--- src/rtl/qcp_pkg.sv ---
`timescale 1ns / 1ps
package qcp_pkg;

  localparam int unsigned BitsPerAxisDef = 8;
  localparam int unsigned MaxBitsPerAxis = 16;
  localparam int unsigned CoordW = 14;
  localparam int unsigned LevelW = 4;
  localparam int unsigned IndexW = 16;

  localparam logic [IndexW-1:0] MaskXBits = 16'h5555;
  localparam logic [IndexW-1:0] MaskZBits = 16'haaaa;

  localparam logic [4:0] WorldLog2Reset = 5'd16;
  localparam logic [3:0] LevelsReset = 4'd5;

  typedef enum logic {
    RegWorldLog2 = 1'b0,
    RegLevels    = 1'b1
  } reg_idx_e;

  typedef struct packed {
    logic signed [31:0] box_min_x;
    logic signed [31:0] box_min_y;
    logic signed [31:0] box_min_z;
    logic signed [31:0] box_max_x;
    logic signed [31:0] box_max_y;
    logic signed [31:0] box_max_z;
  } box_t;

  typedef struct packed {
    logic [LevelW-1:0] tree_level;
    logic [IndexW-1:0] cell_index;
  } result_t;

  typedef struct packed {
    logic [4:0] world_log2;
    logic [3:0] levels;
  } cfg_t;

  typedef struct packed {
    logic               valid;
    logic               ext_big;
    logic               ext_pos;
    logic [30:0]        ext_mag;
    logic signed [33:0] nx;
    logic signed [33:0] nz;
  } span_t;

  typedef struct packed {
    logic               valid;
    logic [LevelW-1:0]  level;
    logic signed [33:0] nx;
    logic signed [33:0] nz;
  } lvl_t;

endpackage

--- src/rtl/qcp_apb_regs.sv ---
`timescale 1ns / 1ps
module qcp_apb_regs import qcp_pkg::*; (
  input  logic        clk_i,
  input  logic        rst_ni,
  input  logic        psel,
  input  logic        penable,
  input  logic        pwrite,
  input  logic [2:0]  paddr,
  input  logic [31:0] pwdata,
  output logic [31:0] prdata,
  output logic        pready,
  output cfg_t        cfg_o
);

  logic [4:0] world_log2_q, world_log2_d;
  logic [3:0] levels_q, levels_d;
  logic       wr_en;
  reg_idx_e   sel;

  assign pready = 1'b1;
  assign wr_en  = psel & penable & pwrite;
  assign sel    = reg_idx_e'(paddr[2]);

  always_comb begin
    world_log2_d = world_log2_q;
    levels_d     = levels_q;
    if (wr_en) begin
      unique case (sel)
        RegWorldLog2: world_log2_d = pwdata[4:0];
        RegLevels:    levels_d     = pwdata[3:0];
        default:      ;
      endcase
    end
  end

  always_ff @(posedge clk_i or negedge rst_ni) begin
    if (!rst_ni) begin
      world_log2_q <= WorldLog2Reset;
      levels_q     <= LevelsReset;
    end else begin
      world_log2_q <= world_log2_d;
      levels_q     <= levels_d;
    end
  end

  always_comb begin
    unique case (sel)
      RegWorldLog2: prdata = {27'd0, world_log2_q};
      RegLevels:    prdata = {28'd0, levels_q};
      default:      prdata = 32'd0;
    endcase
  end

  assign cfg_o.world_log2 = world_log2_q;
  assign cfg_o.levels     = levels_q;

endmodule

--- src/rtl/qcp_span_stage.sv ---
`timescale 1ns / 1ps
module qcp_span_stage import qcp_pkg::*; (
  input  logic  clk_i,
  input  logic  rst_ni,
  input  logic  valid_i,
  input  box_t  box_i,
  input  cfg_t  cfg_i,
  output span_t span_o
);

  logic               s1_valid_q;
  logic signed [32:0] dx_q, dy_q, dz_q;
  logic signed [32:0] dx_d, dy_d, dz_d;
  logic signed [33:0] nx_q, nz_q, nx_d, nz_d;
  logic signed [33:0] size_s;
  logic [31:0]        size;

  logic signed [32:0] extent;
  logic               s2_valid_q;
  logic               ext_big_q, ext_big_d;
  logic               ext_pos_q, ext_pos_d;
  logic [30:0]        ext_mag_q;
  logic signed [33:0] nx2_q, nz2_q;

  assign size   = 32'd1 << cfg_i.world_log2;
  assign size_s = $signed({2'b00, size});

  always_comb begin
    dx_d = 33'(box_i.box_max_x) - 33'(box_i.box_min_x);
    dy_d = 33'(box_i.box_max_y) - 33'(box_i.box_min_y);
    dz_d = 33'(box_i.box_max_z) - 33'(box_i.box_min_z);
    nx_d = 34'(box_i.box_min_x) + 34'(box_i.box_max_x) + size_s;
    nz_d = 34'(box_i.box_min_z) + 34'(box_i.box_max_z) + size_s;
  end

  always_ff @(posedge clk_i or negedge rst_ni) begin
    if (!rst_ni) begin
      s1_valid_q <= 1'b0;
    end else begin
      s1_valid_q <= valid_i;
    end
  end

  always_ff @(posedge clk_i) begin
    dx_q <= dx_d;
    dy_q <= dy_d;
    dz_q <= dz_d;
    nx_q <= nx_d;
    nz_q <= nz_d;
  end

  always_comb begin
    extent = dz_q;
    if (dy_q > extent) extent = dy_q;
    if (dx_q > extent) extent = dx_q;
    ext_big_d = 34'(extent) >= size_s;
    ext_pos_d = extent > 33'sd0;
  end

  always_ff @(posedge clk_i or negedge rst_ni) begin
    if (!rst_ni) begin
      s2_valid_q <= 1'b0;
    end else begin
      s2_valid_q <= s1_valid_q;
    end
  end

  always_ff @(posedge clk_i) begin
    ext_big_q <= ext_big_d;
    ext_pos_q <= ext_pos_d;
    ext_mag_q <= extent[30:0];
    nx2_q     <= nx_q;
    nz2_q     <= nz_q;
  end

  assign span_o.valid   = s2_valid_q;
  assign span_o.ext_big = ext_big_q;
  assign span_o.ext_pos = ext_pos_q;
  assign span_o.ext_mag = ext_mag_q;
  assign span_o.nx      = nx2_q;
  assign span_o.nz      = nz2_q;

endmodule

--- src/rtl/qcp_level_stage.sv ---
`timescale 1ns / 1ps
module qcp_level_stage import qcp_pkg::*; (
  input  logic  clk_i,
  input  logic  rst_ni,
  input  span_t span_i,
  input  cfg_t  cfg_i,
  output lvl_t  lvl_o
);

  logic [4:0]        msb;
  logic [4:0]        depth;
  logic [3:0]        lev_cap;
  logic [LevelW-1:0] level_d, level_q;
  logic              valid_q;
  logic signed [33:0] nx_q, nz_q;

  always_comb begin
    msb = 5'd0;
    for (int i = 0; i < 31; i++) begin
      if (span_i.ext_mag[i]) msb = 5'(i);
    end
  end

  assign depth   = cfg_i.world_log2 - msb;
  assign lev_cap = (cfg_i.levels == 4'd0) ? 4'd0 : cfg_i.levels - 4'd1;

  always_comb begin
    priority if (span_i.ext_big || lev_cap == 4'd0) begin
      level_d = '0;
    end else if (!span_i.ext_pos) begin
      level_d = lev_cap;
    end else if (depth > {1'b0, lev_cap}) begin
      level_d = lev_cap;
    end else begin
      level_d = depth[3:0];
    end
  end

  always_ff @(posedge clk_i or negedge rst_ni) begin
    if (!rst_ni) begin
      valid_q <= 1'b0;
    end else begin
      valid_q <= span_i.valid;
    end
  end

  always_ff @(posedge clk_i) begin
    level_q <= level_d;
    nx_q    <= span_i.nx;
    nz_q    <= span_i.nz;
  end

  assign lvl_o.valid = valid_q;
  assign lvl_o.level = level_q;
  assign lvl_o.nx    = nx_q;
  assign lvl_o.nz    = nz_q;

endmodule

--- src/rtl/qcp_coord_clamp.sv ---
`timescale 1ns / 1ps
module qcp_coord_clamp import qcp_pkg::*; (
  input  logic signed [33:0]         n_i,
  input  logic [LevelW-1:0]          level_i,
  input  logic [4:0]                 world_log2_i,
  output logic [MaxBitsPerAxis-1:0]  coord_o
);

  logic signed [6:0] e;
  logic [6:0]        k;
  logic              pos;
  logic [14:0]       maxc_w;
  logic [CoordW-1:0] maxc;
  logic [32:0]       rsh;
  logic [26:0]       lsh;
  logic              sat;
  logic [CoordW-1:0] c;

  assign e      = $signed({2'b00, world_log2_i}) - $signed({3'b000, level_i}) + 7'sd1;
  assign k      = 7'd0 - e;
  assign pos    = !n_i[33] && (n_i != 34'sd0);
  assign maxc_w = (15'd1 << level_i) - 15'd1;
  assign maxc   = maxc_w[CoordW-1:0];
  assign rsh    = n_i[32:0] >> e[5:0];
  assign lsh    = {13'd0, n_i[13:0]} << k[3:0];

  always_comb begin
    if (!e[6]) begin
      sat = rsh > {19'd0, maxc};
      c   = rsh[CoordW-1:0];
    end else begin
      sat = (n_i[32:14] != 19'd0) || (lsh > {13'd0, maxc});
      c   = lsh[CoordW-1:0];
    end
  end

  always_comb begin
    priority if (!pos) begin
      coord_o = '0;
    end else if (sat) begin
      coord_o = MaxBitsPerAxis'(maxc);
    end else begin
      coord_o = MaxBitsPerAxis'(c);
    end
  end

endmodule

--- src/rtl/quadtree_cell_placement_core.sv ---
`timescale 1ns / 1ps
// Quadtree cell placement core.
// A box beat is taken on the box_i port at a rising edge where start is high
// and busy is low. busy stays low, so a new box may be issued every cycle.
// Each box gives one result: tree_level and cell_index on result_o, marked by
// done_o for exactly one cycle. After its box is taken, a result passes span
// and extent in two register stages, the level in one, the cell clamp in one,
// and the Morton interleave lands in the output register.
// Throughput is one box per cycle at every stage.
// The receiver cannot stall; every result must be taken in its strobe cycle.
// Configuration is written over the APB port at byte addresses 0 (world size
// log2) and 4 (levels in use); the user must write it only while no box is
// in flight, which the block does not enforce; pready is always high. Reset
// clears pipeline valid bits; defaults: world size log2 sixteen, levels five.
module quadtree_cell_placement_core import qcp_pkg::*; #(
  parameter int unsigned BitsPerAxis = BitsPerAxisDef
) (
  input  logic        clk_i,
  input  logic        rst_ni,
  input  logic        start,
  output logic        busy,
  input  box_t        box_i,
  output logic        done_o,
  output result_t     result_o,
  input  logic        psel,
  input  logic        penable,
  input  logic        pwrite,
  input  logic [2:0]  paddr,
  input  logic [31:0] pwdata,
  output logic [31:0] prdata,
  output logic        pready
);

  localparam int unsigned NSpread = (BitsPerAxis < 8) ? BitsPerAxis : 8;

  cfg_t  cfg;
  span_t span;
  lvl_t  lvl;
  logic  accept;

  logic [MaxBitsPerAxis-1:0] cx_full, cz_full;
  logic                      s4_valid_q;
  logic [LevelW-1:0]         s4_level_q;
  logic [BitsPerAxis-1:0]    cx_q, cz_q;

  logic [IndexW-1:0] spread_x, spread_z;
  logic              done_q;
  result_t           result_q, result_d;

  assign busy   = 1'b0;
  assign accept = start & ~busy;

  qcp_apb_regs u_regs (
    .clk_i  (clk_i),
    .rst_ni (rst_ni),
    .psel   (psel),
    .penable(penable),
    .pwrite (pwrite),
    .paddr  (paddr),
    .pwdata (pwdata),
    .prdata (prdata),
    .pready (pready),
    .cfg_o  (cfg)
  );

  qcp_span_stage u_span (
    .clk_i  (clk_i),
    .rst_ni (rst_ni),
    .valid_i(accept),
    .box_i  (box_i),
    .cfg_i  (cfg),
    .span_o (span)
  );

  qcp_level_stage u_level (
    .clk_i (clk_i),
    .rst_ni(rst_ni),
    .span_i(span),
    .cfg_i (cfg),
    .lvl_o (lvl)
  );

  qcp_coord_clamp u_clamp_x (
    .n_i         (lvl.nx),
    .level_i     (lvl.level),
    .world_log2_i(cfg.world_log2),
    .coord_o     (cx_full)
  );

  qcp_coord_clamp u_clamp_z (
    .n_i         (lvl.nz),
    .level_i     (lvl.level),
    .world_log2_i(cfg.world_log2),
    .coord_o     (cz_full)
  );

  always_ff @(posedge clk_i or negedge rst_ni) begin
    if (!rst_ni) begin
      s4_valid_q <= 1'b0;
      done_q     <= 1'b0;
    end else begin
      s4_valid_q <= lvl.valid;
      done_q     <= s4_valid_q;
    end
  end

  always_ff @(posedge clk_i) begin
    s4_level_q <= lvl.level;
    cx_q       <= cx_full[BitsPerAxis-1:0];
    cz_q       <= cz_full[BitsPerAxis-1:0];
    result_q   <= result_d;
  end

  always_comb begin
    spread_x = '0;
    spread_z = '0;
    for (int i = 0; i < NSpread; i++) begin
      spread_x[2*i]   = cx_q[i];
      spread_z[2*i+1] = cz_q[i];
    end
    result_d.tree_level = s4_level_q;
    result_d.cell_index = (spread_x & MaskXBits) | (spread_z & MaskZBits);
  end

  assign done_o   = done_q;
  assign result_o = result_q;

  assert property (@(posedge clk_i) disable iff (!rst_ni)
    accept |-> ##5 done_o)
    else $error("box beat did not produce a result after five cycles");

  assert property (@(posedge clk_i) disable iff (!rst_ni)
    done_o |-> (result_o.tree_level == '0) || (result_o.tree_level < cfg.levels))
    else $error("tree level beyond the levels in use");

  assert property (@(posedge clk_i) disable iff (!rst_ni)
    (done_o && result_o.tree_level < 4'd8)
      |-> ((result_o.cell_index >> {result_o.tree_level, 1'b0}) == '0))
    else $error("cell index outside its level");

endmodule
--- config.mk ---
export PLATFORM = sky130hd
export DESIGN_NAME = quadtree_cell_placement_core
export DESIGN_NICKNAME = d
export VERILOG_FILES = /design/src/rtl/qcp_pkg.sv /design/src/rtl/qcp_apb_regs.sv /design/src/rtl/qcp_span_stage.sv /design/src/rtl/qcp_level_stage.sv /design/src/rtl/qcp_coord_clamp.sv /design/src/rtl/quadtree_cell_placement_core.sv
export SDC_FILE = /design/constraint.sdc
export NUM_CORES = 1
export LEC_CHECK = 0
export BUFFER_PORTS_ARGS = -buffer_cell sky130_fd_sc_hd__buf_2
export CAP_MARGIN = 20
export CORE_MARGIN = 2
export CORE_UTILIZATION = 40
export DETAILED_ROUTE_END_ITERATION = 12
export HOLD_SLACK_MARGIN = 0.02
export SLEW_MARGIN = 5
export SYNTH_ARGS = -nofsm -noshare
export SYNTH_HDL_FRONTEND = slang
export SYNTH_SLANG_ARGS = --single-unit
export TNS_END_PERCENT = 1
--- constraint.sdc ---
create_clock -name clk_i -period 12.24 [get_ports clk_i]
set_input_delay 2.448 -clock clk_i [delete_from_list [all_inputs] [get_ports clk_i]]
set_output_delay 2.448 -clock clk_i [all_outputs]
set_load 0.005 [all_outputs]
==> metrics.md, run 1 <==
| Metric | Value |
|---|---|
| Number of distinct library cells after synthesis | `99` |
| Routed metal-1 wirelength | `38900 µm` |
| Leading area contributor after synthesis | `dfxtp_1` |
| Global routing usage summed across all routing layers | `0.227` |
| Crit path top cell by count | `a21o_1` |
| TritonCTS clock tree | `built` |
| R2r setup slk | `4.04 ns` |
| Ratio of routed vias to standard cells | `5.53` |
| Hold endpoint | `u_span.nz2_q[10]` |
| Filler cell count | `7661` |
| Period utilisation layout | `0.670` |
| Fraction of synthesized cell area taken by the top area cell type | `0.248` |
| Total length of routed met2 wires | `43900 µm` |
| Fraction of synthesized area in multiplexers | `0.0724` |
| Count of buffer and inverter cells on the critical path | `5` |
| Leading post-synthesis cells by instance count | `ha_1 (393), nor2_1 (383), dfxtp_1 (379)` |
| Kind of end point of the critical path | `flip-flop` |
| Synthesized area per cell | `8.18 µm²` |
| Setup repair after global routing missed its margin | `no` |
| Cell count of the worst reg-to-reg path | `33` |
| Final core utilization | `0.448` |
| Post-Route WL | `approximately 90000 µm` |
| Slew at the pin with the worst max-slew slack | `~1.2 ns` |
| Worst r2r dst | `u_span.ext_big_q` |
| Number of buffers inserted during clock tree synthesis | `45` |
| Share of the synthesized area in compound gates (AO/OA/AOI/OAI) | `0.202` |
| Top fanout value on the critical path | `53` |
| Die extent in y | `roughly 280 µm` |
| Total of buffers placed on input and output ports | `229` |
| Met3 Wirelength | `3720 µm` |
| Depth of the worst hold-timing path | `0` |
| Critical path origin | `u_span.dz_q[14]` |
| Area used by sequential logic in the layout | `0.00794 mm²` |
| Lkg Pwr | `around 16 nW` |
| Design Area, Final | `about 0.034 mm²` |
| Stage delay of the slowest cell on the critical path | `0.71 ns` |
| Setup fix buffers added after clock tree synthesis | `0` |
| CP delay by family, top | `compound AO/OA/AOI/OAI gates` |
| Final setup violating endpoints | `0` |
| First-pass GRT wire length | `141000 µm` |
| Relative area change from synthesis to final layout | `11.3%` |
| Data arrival time of the worst path | `about 8.7 ns` |
| Clock-pin slew reported for the worst setup and hold paths after clock tree synthesis | `0.06 ns` |
| Share of async-settable or async-resettable flops after synthesis | `0.0356` |
| Resize count post-CTS | `0` |
| Power density cells | `323 mW/mm²` |
| Main combinational cell family by area after synthesis | `compound AO/OA/AOI/OAI gates` |
| Ys flop type | `dfxtp_1` |
| Yosys warns | `0` |
| CTS sink count | `393` |
| Vias in the first global route | `about 26000` |
| Launching point of the worst reg2reg path | `u_span.dz_q[14]` |
| Standard-cell row count | `101` |
| Routability cong. | `roughly 0.95` |
| Share of the yosys chip area belonging to registers | `0.260` |
| Worst hold margin | `0.316 ns` |
| Routed length per placed instance | `18.6 µm` |
| Max IR drop VDD | `0.000229 V` |
| Synthesis-stage register bit count | `393` |
| Final Net Count | `between 4000 and 5000` |
| Worst relative slew slack | `0.182` |
| Setup crit start kind | `flip-flop` |
| Highest signal layer in the routed design | `met4` |
| Type of the setup path with the least slack | `flip-flop to flip-flop` |
| Fmax | `0.122 GHz` |
| First drt pass iteration count | `6` |
| Max_cap viols | `0` |
| Area of the die | `around 0.079 mm²` |
| Number of flops mapped to enable cells by yosys | `0` |
| Count of H-tree levels built during CTS | `2` |
| Layout cells sized above 1 | `0.111` |
| Max stage delay cell, worst path | `a211oi_4` |
| Sum of negative setup slack | `0 ns` |
| Synthesized instance count | `3737` |
| Max-slew violation total from the final report | `0` |
| Total global routing overflow | `0` |
| Antenna cells | `0` |
| Iter 0 DRT Violations | `1773` |
| Final critical-path required period | `~8.2 ns` |
| Clock latency reported for the late side of the worst-skew pair | `0.61 ns` |
| Cell area after technology mapping | `0.0306 mm²` |
| Worst min-delay path startpoint | `u_span.nz_q[10]` |
| Clock root buffer | `clkbuf_16` |
| Worst setup skew after layout | `~0.037 ns` |
| Cell with the most instances after synthesis | `ha_1` |
| Critical path data required time | `12.73 ns` |
| Outcome | `finished, final reports clean` |
| Cts hold-fix bufs | `0` |
| Total power | `11.0 mW` |
| Instance area at placement | `~0.032 mm²` |
| Simple-gate share of the synthesized area | `0.179` |
| Post-route DRC violation count | `0` |
| Multi-input gate area | `~0.021 mm²` |
| Type of the worst min-delay path | `flip-flop to flip-flop` |
| Total I/O pin count | `288` |
| Post-Synth Adder-Cell Area | `0.167` |
| Number of buffers between clock root and the deepest sink | `3` |
| Final hold violations | `0` |
| Placed wire-length estimate after detailed placement | `~74000 µm` |
| Fraction of synthesized cell area in xor and xnor cells | `0.0593` |
| Width of the die | `280 µm` |
| Number of antenna violations at the first check in global routing | `0` |
| Pin count of the biggest net entering global routing | `72` |
| Starting Density | `0.403` |
| Top cells by area in the synthesized netlist | `dfxtp_1 (25%), ha_1 (16%), a21oi_1 (5.5%)` |
| Via count of the routed design | `around 27000` |
| Core outline area | `0.0758 mm²` |
| Antenna Violating Nets Remaining | `0` |
[state kept, by name, summed over array words and instances, names as in the netlist, 4 cells and up]
| signal | flops |
|---|---|
| u_regs.levels_q | 4 |
| u_level.nz_q | 34 |
| u_span.nz2_q | 34 |
| u_span.nx2_q | 34 |
| u_span.nz_q | 34 |
| u_span.nx_q | 34 |
| u_regs.world_log2_q | 5 |
| u_level.level_q | 4 |
| u_span.ext_mag_q | 30 |
| u_span.dy_q | 33 |
| u_level.nx_q | 34 |
| result_o | 20 |
| u_span.dz_q | 33 |
| cx_q | 8 |
| s4_level_q | 4 |
| cz_q | 8 |
| u_span.dx_q | 33 |
[metrics by stage]
step,instances,setup slack [ns]
6_report,4910,4.04
2_1_floorplan,3764,5.38
4_1_cts,4910,4.13
5_1_grt,4910,3.49
3_3_place_gp,4828,4.09
3_5_place_dp,4828,4.07
[placed cells by master, fill, tap and decap left out, drive strengths merged, types with 11 or more instances in the layout]
cell type  count
clkinv        11
and2          16
mux2          39
nand3         72
dfrtp         11
o21a          60
inv          275
or3           20
a21boi        12
a31oi         36
xnor2        138
mux4          26
and3          23
dfxtp        379
nor2b         51
a21o          80
conb          29
o211ai        31
a2111oi       14
or2           12
clkbuf        58
o31ai         23
or4           21
a21oi        337
nand2b        54
buf          251
o21ai        189
nor4          43
mux2i        117
a31o          11
nor2         384
xor2          58
ha           393
o21bai        32
o22ai         12
nor3          91
nand4         52
a211oi        41
nand2        280
[cell type report]
cell class,instances,share of cell area
clock inverter,24,0.0103
inverter,270,0.0298
clock buffer,58,0.0366
timing repair buffer,251,0.0386
tap,978,0.0360
multi-input combinational,2936,0.615
sequential,393,0.234
[how the worst max path moves through the flow]
stage | slack (ns) | to | cells past startpoint
2_1_floorplan | 5.38 | u_span.ext_big_q | 34
3_3_place_gp | 4.09 | u_span.nz_q[32] | 23
3_5_place_dp | 4.07 | u_span.nz_q[32] | 23
4_1_cts | 4.13 | u_span.ext_big_q | 33
5_1_grt | 3.49 | u_span.ext_big_q | 33
6_report | 4.04 | u_span.ext_big_q | 33
[layer usage]
layer / global-route usage / up-vias
met5: 0 / -
met2: 0.403 / 749
met4: 0.114 / 0
li1: - / 13600
met3: 0.0244 / 200
met1: 0.272 / 12600
[power breakdown]
group,total (mW),switching (mW),internal (mW)
clock network,1.43,0.570,0.857
logic,7.55,4.54,3.01
registers,2.01,0.305,1.71
[cells by family after synthesis]
group / Yosys count
DFF: 393
buffers and inverters: 435
muxes: 182
and+or+nand+nor: 1151
xor gates and xnor gates: 199
adders and majority gates: 402
other: 2
AOI/OAI and AO/OA: 973
Power figures use the tool's default switching activity.
==> run 2: changes to the inputs <==
--- a/config.mk
+++ b/config.mk
@@ -5,6 +5,7 @@
 export SDC_FILE = /design/constraint.sdc
 export NUM_CORES = 1
 export LEC_CHECK = 0
+export ABC_AREA = 1
 export BUFFER_PORTS_ARGS = -buffer_cell sky130_fd_sc_hd__buf_2
 export CAP_MARGIN = 20
 export CORE_MARGIN = 2
==> constraint.sdc (replaced) <==
create_clock -name clk_i -period 8.5 [get_ports clk_i]
set_input_delay 1.7 -clock clk_i [delete_from_list [all_inputs] [get_ports clk_i]]
set_output_delay 1.7 -clock clk_i [all_outputs]
set_load 0.005 [all_outputs]
==> run 2 against run 1 <==
  * Setup slack lost 2.8 ns
  * Sequential cell count is the same
  * Worst hold slack gained 0.0076 ns
  * Non-clock buffer count is the same
  * Synthesized cell count grew 20%
  * Clock skew shrank 0.019 ns
  * Critical endpoint unchanged
==> metrics.md, run 2 <==
| Metric | Value |
|---|---|
| Cell count of the worst reg-to-reg path | `40 (was 33)` |
| Antenna Violating Nets Remaining | `0 (unchanged)` |
| Fraction of synthesized cell area taken by the top area cell type | `0.244 (was 0.248)` |
| TritonCTS clock tree | `built (unchanged)` |
| Area of the die | `0.0799 mm² (was 0.0786 mm²)` |
| CTS sink count | `393 (unchanged)` |
| Depth of the worst hold-timing path | `0 (unchanged)` |
| Vias in the first global route | `27300 (was 26200)` |
| Number of antenna violations at the first check in global routing | `0 (unchanged)` |
| Final critical-path required period | `7.23 ns (was 8.20 ns)` |
| Layout cells sized above 1 | `0.0882 (was 0.111)` |
| Final setup violating endpoints | `0 (unchanged)` |
| Critical path data required time | `8.96 ns (was 12.73 ns)` |
| Starting Density | `0.402 (was 0.403)` |
| Setup repair after global routing missed its margin | `no (unchanged)` |
| Global routing usage summed across all routing layers | `0.234 (was 0.227)` |
| Synthesized area per cell | `6.90 µm² (was 8.18 µm²)` |
| Sum of negative setup slack | `0 ns (unchanged)` |
| Routed length per placed instance | `16.5 µm (was 18.6 µm)` |
| Cell with the most instances after synthesis | `nand2_1 (was ha_1)` |
| Period utilisation layout | `0.850 (was 0.670)` |
| Routability cong. | `0.941 (was 0.946)` |
| Multi-input gate area | `0.0196 mm² (was 0.0209 mm²)` |
| Number of flops mapped to enable cells by yosys | `0 (unchanged)` |
| Total of buffers placed on input and output ports | `229 (unchanged)` |
| Max_cap viols | `0 (unchanged)` |
| Final hold violations | `0 (unchanged)` |
| Top fanout value on the critical path | `32 (was 53)` |
| Critical path origin | `u_span.dz_q[32] (was u_span.dz_q[14])` |
| Outcome | `finished, final reports clean (unchanged)` |
| Cell area after technology mapping | `0.0311 mm² (was 0.0306 mm²)` |
| Antenna cells | `0 (unchanged)` |
| Slew at the pin with the worst max-slew slack | `1.12 ns (was 1.23 ns)` |
| Worst r2r dst | `u_span.ext_big_q (unchanged)` |
| Area used by sequential logic in the layout | `0.00794 mm² (unchanged)` |
| Stage delay of the slowest cell on the critical path | `0.60 ns (was 0.71 ns)` |
| Total global routing overflow | `0 (unchanged)` |
| Setup crit start kind | `flip-flop (unchanged)` |
| Final Net Count | `5289 (was 4532)` |
| Leading area contributor after synthesis | `dfxtp_1 (unchanged)` |
| Iter 0 DRT Violations | `1595 (was 1773)` |
| Post-route DRC violation count | `0 (unchanged)` |
| Synthesized instance count | `4502 (was 3737)` |
| Type of the setup path with the least slack | `flip-flop to flip-flop (unchanged)` |
| Count of buffer and inverter cells on the critical path | `8 (was 5)` |
| Ys flop type | `dfxtp_1 (unchanged)` |
| R2r setup slk | `1.27 ns (was 4.04 ns)` |
| Worst min-delay path startpoint | `cz_q[7] (was u_span.nz_q[10])` |
| Number of buffers between clock root and the deepest sink | `3 (unchanged)` |
| Pin count of the biggest net entering global routing | `68 (was 72)` |
| Clock latency reported for the late side of the worst-skew pair | `0.58 ns (was 0.61 ns)` |
| Data arrival time of the worst path | `7.69 ns (was 8.69 ns)` |
| Max stage delay cell, worst path | `a21oi_4 (was a211oi_4)` |
| Standard-cell row count | `102 (was 101)` |
| Clock-pin slew reported for the worst setup and hold paths after clock tree synthesis | `0.06 ns (about the same)` |
| Synthesis-stage register bit count | `393 (unchanged)` |
| Number of buffers inserted during clock tree synthesis | `43 (was 45)` |
| Setup fix buffers added after clock tree synthesis | `0 (unchanged)` |
| Clock root buffer | `clkbuf_16 (unchanged)` |
| Total I/O pin count | `288 (unchanged)` |
| Number of distinct library cells after synthesis | `72 (was 99)` |
| Width of the die | `283 µm (was 280 µm)` |
| Fmax | `0.138 GHz (was 0.122 GHz)` |
| First drt pass iteration count | `6 (unchanged)` |
| Type of the worst min-delay path | `flip-flop to flip-flop (unchanged)` |
| Count of H-tree levels built during CTS | `2 (unchanged)` |
| First-pass GRT wire length | `145000 µm (was 141000 µm)` |
| Launching point of the worst reg2reg path | `u_span.dz_q[32] (was u_span.dz_q[14])` |
| Via count of the routed design | `28600 (was 27100)` |
| Die extent in y | `283 µm (was 280 µm)` |
| Post-Route WL | `94700 µm (was 91200 µm)` |
| Filler cell count | `8164 (was 7661)` |
| Share of async-settable or async-resettable flops after synthesis | `0.0356 (unchanged)` |
| Resize count post-CTS | `0 (unchanged)` |
| Yosys warns | `0 (unchanged)` |
| Worst relative slew slack | `0.246 (was 0.182)` |
| Relative area change from synthesis to final layout | `10.3% (was 11.3%)` |
| Top cells by area in the synthesized netlist | `dfxtp_1 (24%), ha_1 (16%), nand2_1 (11%) (was dfxtp_1 (25%), ha_1 (16%), a21oi_1 (5.5%))` |
| CP delay by family, top | `simple AND/OR/NAND/NOR gates (was compound AO/OA/AOI/OAI gates)` |
| Hold endpoint | `result_o[15] (was u_span.nz2_q[10])` |
| Share of the yosys chip area belonging to registers | `0.256 (was 0.260)` |
| Ratio of routed vias to standard cells | `5.00 (was 5.53)` |
| Leading post-synthesis cells by instance count | `nand2_1 (916), inv_1 (692), ha_1 (393) (was ha_1 (393), nor2_1 (383), dfxtp_1 (379))` |
| Top library cells by usage in the layout, fill and taps aside | `nand2_1 (916), inv_1 (692), ha_1 (392) (was ha_1 (391), nor2_1 (383), dfxtp_1 (379))` |
| Commonest non-fill, non-tap cell in the layout | `nand2_1 (was ha_1)` |
| Worst setup skew after layout | `0.0178 ns (was 0.0371 ns)` |
| Core outline area | `0.0772 mm² (was 0.0758 mm²)` |
| Max-slew violation total from the final report | `0 (unchanged)` |
| Placed wire-length estimate after detailed placement | `80300 µm (was 74200 µm)` |
| Crit path top cell by count | `nand2_1 (was a21o_1)` |
| Kind of end point of the critical path | `flip-flop (unchanged)` |
| Cts hold-fix bufs | `0 (unchanged)` |
run 2: cell types whose count changed after synthesis, sizes merged, moves of 41 or more:
cell | before | now
xnor2 | 138 | 31
nand3 | 72 | 151
o21ai | 189 | 352
nand2b | 54 | 0
o21a | 60 | 19
xor2 | 58 | 188
nor2b | 51 | 0
nor3 | 91 | 42
inv | 270 | 704
mux2i | 117 | 12
nand2 | 280 | 922
a21oi | 337 | 383
a21o | 80 | 12
run 2: metrics by stage:
step / setup WS [ns] / hold slack [ns] / instances / cell area (µm²) / utilization
detailed placement: 1.38 / 0.312 / 5649 / 32800 / 0.425
global route: 0.659 / 0.327 / 5724 / 34200 / 0.444
floorplan: 2.91 / 0.310 / 4529 / 31200 / -
CTS: 1.35 / 0.323 / 5724 / 34200 / 0.444
global placement: 1.41 / 0.309 / 5649 / 32800 / 0.425
finish: 1.27 / 0.324 / 5724 / 34200 / 0.444
run 2: worst max-delay path by stage:
stage,endpoint,slack (ns),cells past startpoint
floorplan,u_span.nx_q[33],2.91,26
global placement,u_span.ext_big_q,1.41,43
detailed placement,u_span.ext_big_q,1.38,43
CTS,u_span.ext_big_q,1.35,43
global route,u_span.ext_big_q,0.66,43
finish,u_span.ext_big_q,1.27,40
run 2: area by class of cell:
cell class,instances,share of cell area
Clock buffer,56,0.0365
Clock inverter,19,0.00544
Inverter,705,0.0773
Multi-Input combinational cell,3260,0.573
Sequential cell,393,0.232
Tap cell,1040,0.0380
Timing Repair Buffer,251,0.0383
run 2: metal layers:
metal,wire [µm],GRT usage
met2,45800,0.421
met4,4460,0.102
met1,40600,0.279
met5,0,0
met3,3720,0.0248
run 2: kinds of logic (layout without fill, tap and decap cells):
logic type | count (synthesis) | count (layout) | share of synthesized area
AO/OA/AOI/OAI | 988 | 988 | 0.181
XOR/XNOR | 219 | 219 | 0.0620
adder cells (fa/ha/maj) | 402 | 402 | 0.164
buffers and inverters | 876 | 1031 | 0.117
flip-flops | 393 | 393 | 0.256
multiplexers | 12 | 12 | 0.00387
other | 2 | 29 | 0.000242
AND/OR/NAND/NOR | 1610 | 1610 | 0.217
Power of run 2 is left out: the tool's default activity adds up to more than one toggle a clock period on the data nets, which glitch-free logic cannot reach.
